**config.mk**
```make
export PLATFORM = sky130hd
export DESIGN_NAME = typed_message_deframer
export DESIGN_NICKNAME = d
export VERILOG_FILES = /design/src/sv/tmd_pkg.sv /design/src/sv/tmd_skid.sv /design/src/sv/typed_message_deframer.sv
export VERILOG_INCLUDE_DIRS = /design/src /design/src/sv
export SDC_FILE = /design/constraint.sdc
export NUM_CORES = 1
export LEC_CHECK = 0
export BUFFER_PORTS_ARGS = -buffer_cell sky130_fd_sc_hd__buf_2
export CORE_UTILIZATION = 43
export CTS_CLUSTER_DIAMETER = 30
export DETAILED_ROUTE_END_ITERATION = 16
export PLACE_DENSITY = 0.63
export SLEW_MARGIN = 10
export SYNTH_ARGS = -nofsm -noshare
export SYNTH_HDL_FRONTEND = slang
export SYNTH_HIERARCHICAL = 1
export SYNTH_SLANG_ARGS = --single-unit
```
**constraint.sdc**
```tcl
create_clock -name clock -period 19.89 [get_ports clock]
set_clock_uncertainty 0.1 [all_clocks]
set_input_delay 1.989 -clock clock [delete_from_list [all_inputs] [get_ports clock]]
set_output_delay 1.989 -clock clock [all_outputs]
set_load 0.01 [all_outputs]
```
**src/sv/assert_macros.svh**
```systemverilog
// assertion helpers shared by the rtl files
// each macro expects signals named clock and reset in the using scope
`ifndef ASSERT_MACROS_SVH
`define ASSERT_MACROS_SVH

// implication checked on every rising edge outside reset
`define ASSERT_IMPLY(label, lhs, rhs, msg) \
   label: assert property (@(posedge clock) disable iff (reset) (lhs) |-> (rhs)) \
      else $error(msg);

// plain invariant checked on every rising edge outside reset
`define ASSERT_ALWAYS(label, expr, msg) \
   label: assert property (@(posedge clock) disable iff (reset) (expr)) \
      else $error(msg);

`endif

```
**src/sv/tmd_pkg.sv**
```systemverilog
// ----------------------------------------------------------------------------
// tmd_pkg
// types and constants shared by the typed message deframer
// ----------------------------------------------------------------------------
package tmd_pkg;

   // result kinds
   typedef enum logic [2:0] {
      KIND_PAYLOAD = 3'd0,
      KIND_EMPTY   = 3'd1,
      KIND_CURSOR  = 3'd2,
      KIND_KEY     = 3'd3,
      KIND_ERROR   = 3'd4
   } kind_type;

   // parser phases, one-hot
   typedef enum logic [4:0] {
      PH_TYPE = 5'b00001,
      PH_LEN  = 5'b00010,
      PH_PAY  = 5'b00100,
      PH_CUR  = 5'b01000,
      PH_KEY  = 5'b10000
   } phase_type;

   // message type bytes
   localparam logic [7:0] MSG_FRAME  = 8'd0;
   localparam logic [7:0] MSG_CURSOR = 8'd1;
   localparam logic [7:0] MSG_KEY    = 8'd2;

   // body lengths in bytes
   localparam logic [2:0] LEN_BYTES    = 3'd4;
   localparam logic [2:0] CURSOR_BYTES = 3'd4;
   localparam logic [2:0] KEY_BYTES    = 3'd3;

   // one result beat
   typedef struct packed {
      kind_type    kind;
      logic [7:0]  payload_byte;
      logic        frame_end;
      logic [31:0] frame_size;
      logic [15:0] cursor_x;
      logic [15:0] cursor_y;
      logic [15:0] key_code;
      logic [7:0]  key_action;
   } rsp_type;

endpackage

```
**src/sv/tmd_skid.sv**
```systemverilog
// ----------------------------------------------------------------------------
// tmd_skid
// two-entry output buffer; ready toward the parser comes from a flop
// ----------------------------------------------------------------------------
module tmd_skid (
   input  logic             clock,
   input  logic             reset,
   input  logic             push_valid,
   input  tmd_pkg::rsp_type push_data,
   output logic             push_ready,
   output logic             rsp_valid,
   input  logic             rsp_ready,
   output tmd_pkg::rsp_type rsp_data
);

   logic             main_valid_ff, main_valid_in;
   logic             skid_valid_ff, skid_valid_in;
   tmd_pkg::rsp_type main_ff, main_in;
   tmd_pkg::rsp_type skid_ff, skid_in;
   logic             pop;

   assign pop        = main_valid_ff & rsp_ready;
   assign push_ready = ~skid_valid_ff;
   assign rsp_valid  = main_valid_ff;
   assign rsp_data   = main_ff;

   always_comb begin
      main_valid_in = main_valid_ff;
      skid_valid_in = skid_valid_ff;
      main_in       = main_ff;
      skid_in       = skid_ff;
      if (!main_valid_ff || pop) begin
         if (skid_valid_ff) begin
            // skid drains first; no push is taken while it is full
            main_in       = skid_ff;
            main_valid_in = 1'b1;
            skid_valid_in = 1'b0;
         end else begin
            main_in       = push_data;
            main_valid_in = push_valid;
         end
      end else if (push_valid) begin
         skid_in       = push_data;
         skid_valid_in = 1'b1;
      end
   end

   always_ff @(posedge clock) begin
      if (reset) begin
         main_valid_ff <= 1'b0;
         skid_valid_ff <= 1'b0;
      end else begin
         main_valid_ff <= main_valid_in;
         skid_valid_ff <= skid_valid_in;
      end
      main_ff <= main_in;
      skid_ff <= skid_in;
   end

endmodule

```
**src/sv/typed_message_deframer.sv**
```systemverilog
// ----------------------------------------------------------------------------
// typed_message_deframer
// splits a received byte stream into frames, cursor and key messages
// ----------------------------------------------------------------------------
// One received byte is taken per beat on the req_ channel, every cycle while
// req_ready is high, with no gaps needed between messages. A message opens
// with a type byte: 0 is a frame (4-byte little-endian length, then that
// many payload bytes, each sent out as its own beat with frame_end on the
// last; a zero length gives a single empty-frame beat on the last length
// byte), 1 is a cursor message (x then y, 16 bits each, little-endian) and
// 2 is a key message (16-bit code, 8-bit action); those two are sent as one
// beat on their final byte. Any other type byte yields an error beat
// carrying that byte, and the parser waits for the next type byte. Each byte
// gives zero or one result beat. Parser state is updated in the same cycle
// the byte is accepted, and the result lands in a registered two-entry
// output buffer that drives rsp_. req_ready comes from a flop and only drops
// while the buffer's spare entry holds a result that the consumer has not
// yet taken, so under no backpressure the block runs at one byte per clock.
// ----------------------------------------------------------------------------
`include "assert_macros.svh"

module typed_message_deframer (
   input  logic        clock,
   input  logic        reset,
   input  logic        req_valid,
   output logic        req_ready,
   input  logic [7:0]  req_rx_byte,
   output logic        rsp_valid,
   input  logic        rsp_ready,
   output logic [2:0]  rsp_out_kind,
   output logic [7:0]  rsp_payload_byte,
   output logic        rsp_frame_end,
   output logic [31:0] rsp_frame_size,
   output logic [15:0] rsp_cursor_x,
   output logic [15:0] rsp_cursor_y,
   output logic [15:0] rsp_key_code,
   output logic [7:0]  rsp_key_action
);

   // parser state
   tmd_pkg::phase_type phase_ff, phase_in;
   logic [2:0]         header_count_ff, header_count_in;
   logic [31:0]        length_ff, length_in;
   logic [31:0]        remaining_ff, remaining_in;
   logic [31:0]        gather_ff, gather_in;

   logic               req_accept;
   logic [2:0]         count_inc;
   logic [31:0]        gather_put;
   logic [31:0]        remaining_dec;
   logic               res_valid;
   tmd_pkg::rsp_type   res;
   tmd_pkg::rsp_type   rsp_data;

   assign req_accept    = req_valid & req_ready;
   assign count_inc     = header_count_ff + 3'd1;
   assign remaining_dec = remaining_ff - 32'd1;

   // drop the new byte into its little-endian lane of the gather word
   always_comb begin
      gather_put = gather_ff;
      gather_put[{header_count_ff[1:0], 3'b000} +: 8] = req_rx_byte;
   end

   always_comb begin
      phase_in        = phase_ff;
      header_count_in = header_count_ff;
      length_in       = length_ff;
      remaining_in    = remaining_ff;
      gather_in       = gather_ff;
      res_valid       = 1'b0;
      res             = '0;
      res.kind        = tmd_pkg::KIND_PAYLOAD;
      res.payload_byte = req_rx_byte;
      if (req_accept) begin
         unique case (phase_ff)
            tmd_pkg::PH_LEN: begin
               // gather the 4-byte length
               header_count_in = count_inc;
               gather_in       = gather_put;
               if (count_inc >= tmd_pkg::LEN_BYTES) begin
                  length_in       = gather_put;
                  header_count_in = '0;
                  gather_in       = '0;
                  if (gather_put == 32'd0) begin
                     // empty frame reported on its last length byte
                     phase_in      = tmd_pkg::PH_TYPE;
                     res_valid     = 1'b1;
                     res.kind      = tmd_pkg::KIND_EMPTY;
                     res.frame_end = 1'b1;
                  end else begin
                     remaining_in = gather_put;
                     phase_in     = tmd_pkg::PH_PAY;
                  end
               end
            end
            tmd_pkg::PH_PAY: begin
               // pass payload bytes straight through
               remaining_in   = remaining_dec;
               res_valid      = 1'b1;
               res.kind       = tmd_pkg::KIND_PAYLOAD;
               res.frame_end  = (remaining_dec == 32'd0);
               res.frame_size = length_ff;
               if (remaining_dec == 32'd0) begin
                  phase_in = tmd_pkg::PH_TYPE;
               end
            end
            tmd_pkg::PH_CUR: begin
               header_count_in = count_inc;
               gather_in       = gather_put;
               if (count_inc >= tmd_pkg::CURSOR_BYTES) begin
                  res_valid       = 1'b1;
                  res.kind        = tmd_pkg::KIND_CURSOR;
                  res.cursor_x    = gather_put[15:0];
                  res.cursor_y    = gather_put[31:16];
                  header_count_in = '0;
                  gather_in       = '0;
                  phase_in        = tmd_pkg::PH_TYPE;
               end
            end
            tmd_pkg::PH_KEY: begin
               header_count_in = count_inc;
               gather_in       = gather_put;
               if (count_inc >= tmd_pkg::KEY_BYTES) begin
                  res_valid       = 1'b1;
                  res.kind        = tmd_pkg::KIND_KEY;
                  res.key_code    = gather_put[15:0];
                  res.key_action  = gather_put[23:16];
                  header_count_in = '0;
                  gather_in       = '0;
                  phase_in        = tmd_pkg::PH_TYPE;
               end
            end
            default: begin
               // awaiting a type byte
               header_count_in = '0;
               gather_in       = '0;
               if (req_rx_byte == tmd_pkg::MSG_FRAME) begin
                  phase_in = tmd_pkg::PH_LEN;
               end else if (req_rx_byte == tmd_pkg::MSG_CURSOR) begin
                  phase_in = tmd_pkg::PH_CUR;
               end else if (req_rx_byte == tmd_pkg::MSG_KEY) begin
                  phase_in = tmd_pkg::PH_KEY;
               end else begin
                  // unknown type: flag it and keep waiting
                  phase_in  = tmd_pkg::PH_TYPE;
                  res_valid = 1'b1;
                  res.kind  = tmd_pkg::KIND_ERROR;
               end
            end
         endcase
      end
   end

   always_ff @(posedge clock) begin
      if (reset) begin
         phase_ff        <= tmd_pkg::PH_TYPE;
         header_count_ff <= '0;
         length_ff       <= '0;
         remaining_ff    <= '0;
         gather_ff       <= '0;
      end else begin
         phase_ff        <= phase_in;
         header_count_ff <= header_count_in;
         length_ff       <= length_in;
         remaining_ff    <= remaining_in;
         gather_ff       <= gather_in;
      end
   end

   // output buffer decouples rsp_ready from req_ready
   tmd_skid u_skid (
      .clock      (clock),
      .reset      (reset),
      .push_valid (res_valid),
      .push_data  (res),
      .push_ready (req_ready),
      .rsp_valid  (rsp_valid),
      .rsp_ready  (rsp_ready),
      .rsp_data   (rsp_data)
   );

   assign rsp_out_kind     = rsp_data.kind;
   assign rsp_payload_byte = rsp_data.payload_byte;
   assign rsp_frame_end    = rsp_data.frame_end;
   assign rsp_frame_size   = rsp_data.frame_size;
   assign rsp_cursor_x     = rsp_data.cursor_x;
   assign rsp_cursor_y     = rsp_data.cursor_y;
   assign rsp_key_code     = rsp_data.key_code;
   assign rsp_key_action   = rsp_data.key_action;

   // spare entry only fills while the output entry is held
   `ASSERT_IMPLY(a_stall_has_output, !req_ready, rsp_valid, "stall without a held result")
   // payload phase always has bytes left to pass
   `ASSERT_IMPLY(a_pay_not_empty, phase_ff == tmd_pkg::PH_PAY, remaining_ff != 32'd0,
      "payload phase with nothing remaining")
   // header byte counter never runs past a body
   `ASSERT_ALWAYS(a_count_range, header_count_ff < 3'd4, "header count out of range")
   // an empty frame result is always marked as a complete zero-length frame
   `ASSERT_IMPLY(a_empty_frame, rsp_valid && rsp_out_kind == tmd_pkg::KIND_EMPTY,
      rsp_frame_end && rsp_frame_size == 32'd0, "malformed empty frame result")

endmodule

```
# [Word-level counts from Yosys, hierarchy flattened]
# Index checks and enable logic that the tools add are counted.
[word_totals] ff_bits=306 n_memories=0 word_cells=105 romBits=0 latchBits=0 out_inout_bits=102 inputBits=12 mem_bits_rw=0
[op_classes] n_bitwise=5 multipliers=0 order_cmp=2 eq_ne=11 n_addsub=3 mux=46 n_shift=2 div=0 n_reduce_logical=13
[ops] cell="32-bit 2-to-1 mux" n=7
[ops] cell="100-bit 2-to-1 mux" n=1
[ops] cell="32-bit one-hot mux with 3 select lines" n=1
[ops] cell="89-bit 2-to-1 mux" n=1
[ops] cell="32-bit zero test" n=2
[ops] cell="32-bit one-hot mux with 2 select lines" n=1
[ops] cell="24-bit 2-to-1 mux" n=2
[ops] cell="5-bit 2-to-1 mux" n=7
[ops] cell="32-bit bitwise mux" n=1
[ops] cell="8-bit by 7-bit variable shift with 32-bit output, first input constant" n=1
[ops] cell="8-bit by 7-bit variable part select with 32-bit output" n=1
[ops] cell="32-bit by 1-bit subtractor with 32-bit output, second input constant" n=1
[ops] cell="3-bit 2-to-1 mux" n=7
[ops] cell="5-bit one-hot mux with 4 select lines" n=1
[ops] cell="3-bit one-hot mux with 4 select lines" n=1
[ops] cell="1-bit 2-to-1 mux" n=11
[ops] cell="2-bit != test, second input constant" n=5
[ops] cell="3-bit one-hot mux with 3 select lines" n=1
[ops] cell="8-bit by 1-bit == test with 1-bit output, second input constant" n=1
[ops] cell="8-bit by 2-bit == test with 1-bit output, second input constant" n=1
[ops] cell="8-bit zero test" n=1
[ops] cell="5-bit negation with 7-bit output" n=1
[ops] cell="5-bit by 2-bit == test with 1-bit output, second input constant" n=1
[ops] cell="5-bit by 3-bit == test with 1-bit output, second input constant" n=1
[ops] cell="other kinds (18)" n=24

# [Longest topological paths before layout]
[logic_depth] ltp_word=9 mapped_depth=14 mapped_depth_nobuf=10

# [Hierarchy]
# Netlist, hierarchy kept.
[by_module_without_submodules] module="tmd_skid" seq_area_each_um2=6045.8 cells_each=320 instances=1 area_per_inst_um2=7608.5
[by_module_without_submodules] module="typed_message_deframer" seq_area_each_um2=2082.0 cells_each=939 instances=1 area_per_inst_um2=6601.3

# [Least setup slack after synthesis]
# Ideal clock, no wire load.
[synth_timing] path_type="input to register" start="input port rsp_ready" end="register u_skid/skid_ff[0] (netlist name) (enable)" path_slack_ps=10406 required_time_ps=18808 path_buffers=0 path_stages=2 setup_time_ps=982 arrival_ps=8402 path_cell_list="nand2b_1 -> nor2_1"
[synth_between] elab_chain_cells=4
[synth_rtl] element="from (decl)" line_no="typed_message_deframer.sv:29" rtl="input logic rsp_ready,"
[synth_rtl] element="1-bit AND" line_no="tmd_skid.sv:22" rtl="assign pop = main_valid_ff & rsp_ready;"
[synth_rtl] element="1-bit logical OR" line_no="tmd_skid.sv:32" rtl="if (!main_valid_ff || pop) begin"
[synth_rtl] element="1-bit NOT (no source line)"
[synth_rtl] element="2-bit AND reduction (no source line)"
[synth_rtl] element="to (signal assigned)" line_no="tmd_skid.sv:57" rtl="skid_ff <= skid_in;"
[synth_rtl] element="to (decl)" line_no="tmd_skid.sv:19" rtl="tmd_pkg::rsp_type skid_ff, skid_in;"
# Every way passes these cells.
# A chain may end at the register's enable or synchronous reset.

# [Worst setup path after layout]
[layout_timing] start="input port req_valid" end="register u_skid/skid_ff[79] (netlist name) (enable)"
[layout_between] elab_chain_cells=3
[layout_rtl] element="from (decl)" line_no="typed_message_deframer.sv:25" rtl="input logic req_valid,"
[layout_rtl] element="1-bit AND" line_no="typed_message_deframer.sv:55" rtl="assign req_accept = req_valid & req_ready;"
[layout_rtl] element="1-bit 2-to-1 mux" line_no="typed_message_deframer.sv:75" rtl="if (req_accept) begin"
[layout_rtl] element="named net res_valid" line_no="typed_message_deframer.sv:51" rtl="logic res_valid;"
[layout_rtl] element="2-bit AND reduction (no source line)"
# The timed path passes the listed nets, and every way through them passes these cells.

==> results.cfg <==
[cts]
clock_path_buffers = 3
cts_setup_buffers = 0
cts_buffers = 57
clockRootBuffer = clkbuf_16
clkLatencyLatePin_ns = 0.57
clkTransAtPathRegs_ns = 0.05
cts-htree-levels = 2
cts.sinks = 306
postCtsHoldBufs = 0
post_cts_resized = 0
cts_tree = yes

[flow_run]
cap_violations = 0

[power]
switching_power_mw = 0.388
power_density_nw_per_um2 = 103
p_clk_share_pct = 56.8
power_switching_share_pct = 22.1
combPwrFrac_pct = 3.2
seqPwrFrac_pct = 40.0
vdd_drop_max_uv = 67.8
power_mw = 1.76
intPower_mw = 1.37
p_leak_nw = 6.32

[synthesis]
syn_avg_cell_area_um2 = 11.3
synthCells = 1259
synthesis.area_um2 = 14200
ys_types = 76
synth_area_leader_cell = edfxtp_1
synth.net_count = 1279
ys_warn_count = 6
synth_top_area_share_pct = 42.3
ys_seq_area_share_pct = 57.2
ys.flop_type = edfxtp_1
ys_ff_latch = 306
synth_commonest_cells = edfxtp_1 (200), nor2_1 (197), a21oi_1 (120)
synthTopCellsByArea = edfxtp_1 (42%), dfxtp_1 (15%), mux2_4 (8.2%), nor2_1 (5.2%), a21oi_1 (4.2%)
yosysMostFrequentCell = edfxtp_1
synth_edf_count = 200
synthArstFlopShare_pct = 0

[floorplanning]
num_rows = 66
core_um2 = 32500
die_h_um = 184
io_pins = 114
dieArea_um2 = 33800
start_util_pct = 43.7
die_w_um = 184

[critical_path]
critical_path.max_fanout = 74
cp.arrival_ns = 5.41
path_class = in2reg
critPathLaunchType = input pin
critPathRequiredTime_ns = 19.97
crit_path_end_kind = register

[placement]
gp_congestion = 0.974
preCtsSetupSlack_ns = 14.02
dpl.hpwl_um = 23900
place_area_um2 = 15000
dp.cells = 1729
io_buffers = 113

[sta]
rsz0062_at_grt = no
finalHoldViolations = 0
fin_hold_ws_ns = 0.377
finalCriticalPeriod_ns = 5.33
max_freq_mhz = 188
tightest_slew_ns = 1.28
final-setup-viol-count = 0
tns_ns = 0
slew_violations = 0
timing.max_slew.rel_slack_pct = 14.4
layout_setup_ws_ns = 14.56
timing.final.crit_share_pct = 26.8

[global_routing]
antenna_found_initial = 0
grt.total_usage_pct = 21.6
grt_pass1_wl_um = 56500
grt_pass1_vias = 9816
overflow = 0
grt_max_degree = 75

[finish]
multi_input_area_um2 = 5630
syn_to_final_growth_pct = 20.0
num-fill-cells = 2850
drive_gt1_share_pct = 25.3
fin_area_um2 = 17000
post-route-util_pct = 52.4
instances_no_fill = 1837
seq_area_um2 = 8130
fin_nets = 1366
diodes = 0

[detailed_routing]
routedWlPerCell_um = 19.9
dr_total_vias = 10400
drcViolationCount = 0
first_pass_iters = 5
ant_nets = 0
initialDrtViolationCount = 1106
viasPerCell = 5.64
wl_um = 36600

[run_status]
status = complete, no violations

[hold_path]
hold_path_class = reg2reg
## power groups by stage
stage | Combinational [mW] | Sequential [mW] | Clock [mW]
after CTS | 0.0571 | 0.702 | 1.01
after global routing | 0.0613 | 0.704 | 1.04
after floorplan | 0.0265 | 0.723 | 0
final | 0.0570 | 0.702 | 0.997
after detailed placement | 0.0570 | 0.715 | 0
after global placement | 0.0567 | 0.714 | 0
## cell usage in the layout, fill, tap and decap left out, drive strengths merged, types with 8 or more instances in the layout
cell type and count:
nand3 25, inv 27, nor3 59, clkinv 16, bufinv 8, nor4 22, a211oi 18, clkbuf 63
o22ai 10, edfxtp 200, dfxtp 106, ha 8, o31ai 8, nor2 197, and2 36, mux2 102
o21ai 15, nand2b 8, a21oi 121, nand2 32, a31oi 38, nor2b 44, clkinvlp 12, buf 123
## flip-flops by register name (all words and copies together) (netlist names)
name,cells
gather_ff,32
remaining_ff,32
header_count_ff,3
length_ff,32
u_skid/skid_ff,100
u_skid/rsp_valid,1
u_skid/skid_valid_ff,1
phase_ff,5
u_skid/rsp_data,100
## path summary, 6_finish.rpt
| path | to | slack (ns) | start | cells past startpoint |
|---|---|---|---|---|
| max | u_skid/skid_ff[79]$_DFFE_PP_ | 14.56 | req_valid | 9 |
| min | length_ff[31]$_SDFFE_PP0P_ | 0.38 | length_ff[31]$_SDFFE_PP0P_ | 2 |
| max reg2reg | u_skid/skid_ff[79]$_DFFE_PP_ | 14.95 | header_count_ff[0]$_SDFFE_PP0P_ | 11 |
| min reg2reg | length_ff[31]$_SDFFE_PP0P_ | 0.38 | length_ff[31]$_SDFFE_PP0P_ | 2 |
## logic make-up (layout without fill, tap and decap cells)
family | count (synthesis) | after routing | share of synthesized area, %
compound gates | 255 | 255 | 11.3
simple gates | 466 | 466 | 16.4
fa+ha+maj | 8 | 8 | 0.704
mux | 105 | 105 | 10.4
flops | 306 | 306 | 57.2
buf+inv | 113 | 249 | 3.62
xor+xnor | 6 | 6 | 0.370
## routing by layer
metal  vias up  wire length (um)  global-route usage (%)
li1       4831                 -                       -
met1      4972             16400                    30.8
met2       473             16000                    32.3
met3        81              3000                    3.72
met4         0              1220                    9.17
met5         -                 0                       0
## cell type report
cell class              count  share of cell area [%]
clock buffers              63                    8.74
clock inverters            45                    3.16
inverters                  18                   0.396
multi-input cells         840                    33.0
flip-flops and latches    306                    47.7
well taps                 442                    3.24
repair buffers            123                    3.76
## worst max-delay path: stages
cell and delay (ns):
buf_2 0.09, nand2_1 0.49, nor4_4 0.43, buf_4 0.41, nand3_1 0.16, nand3_1 0.17, inv_1 0.09, nor2_4 0.62
buf_4 0.88
Power figures use the tool's default switching activity.
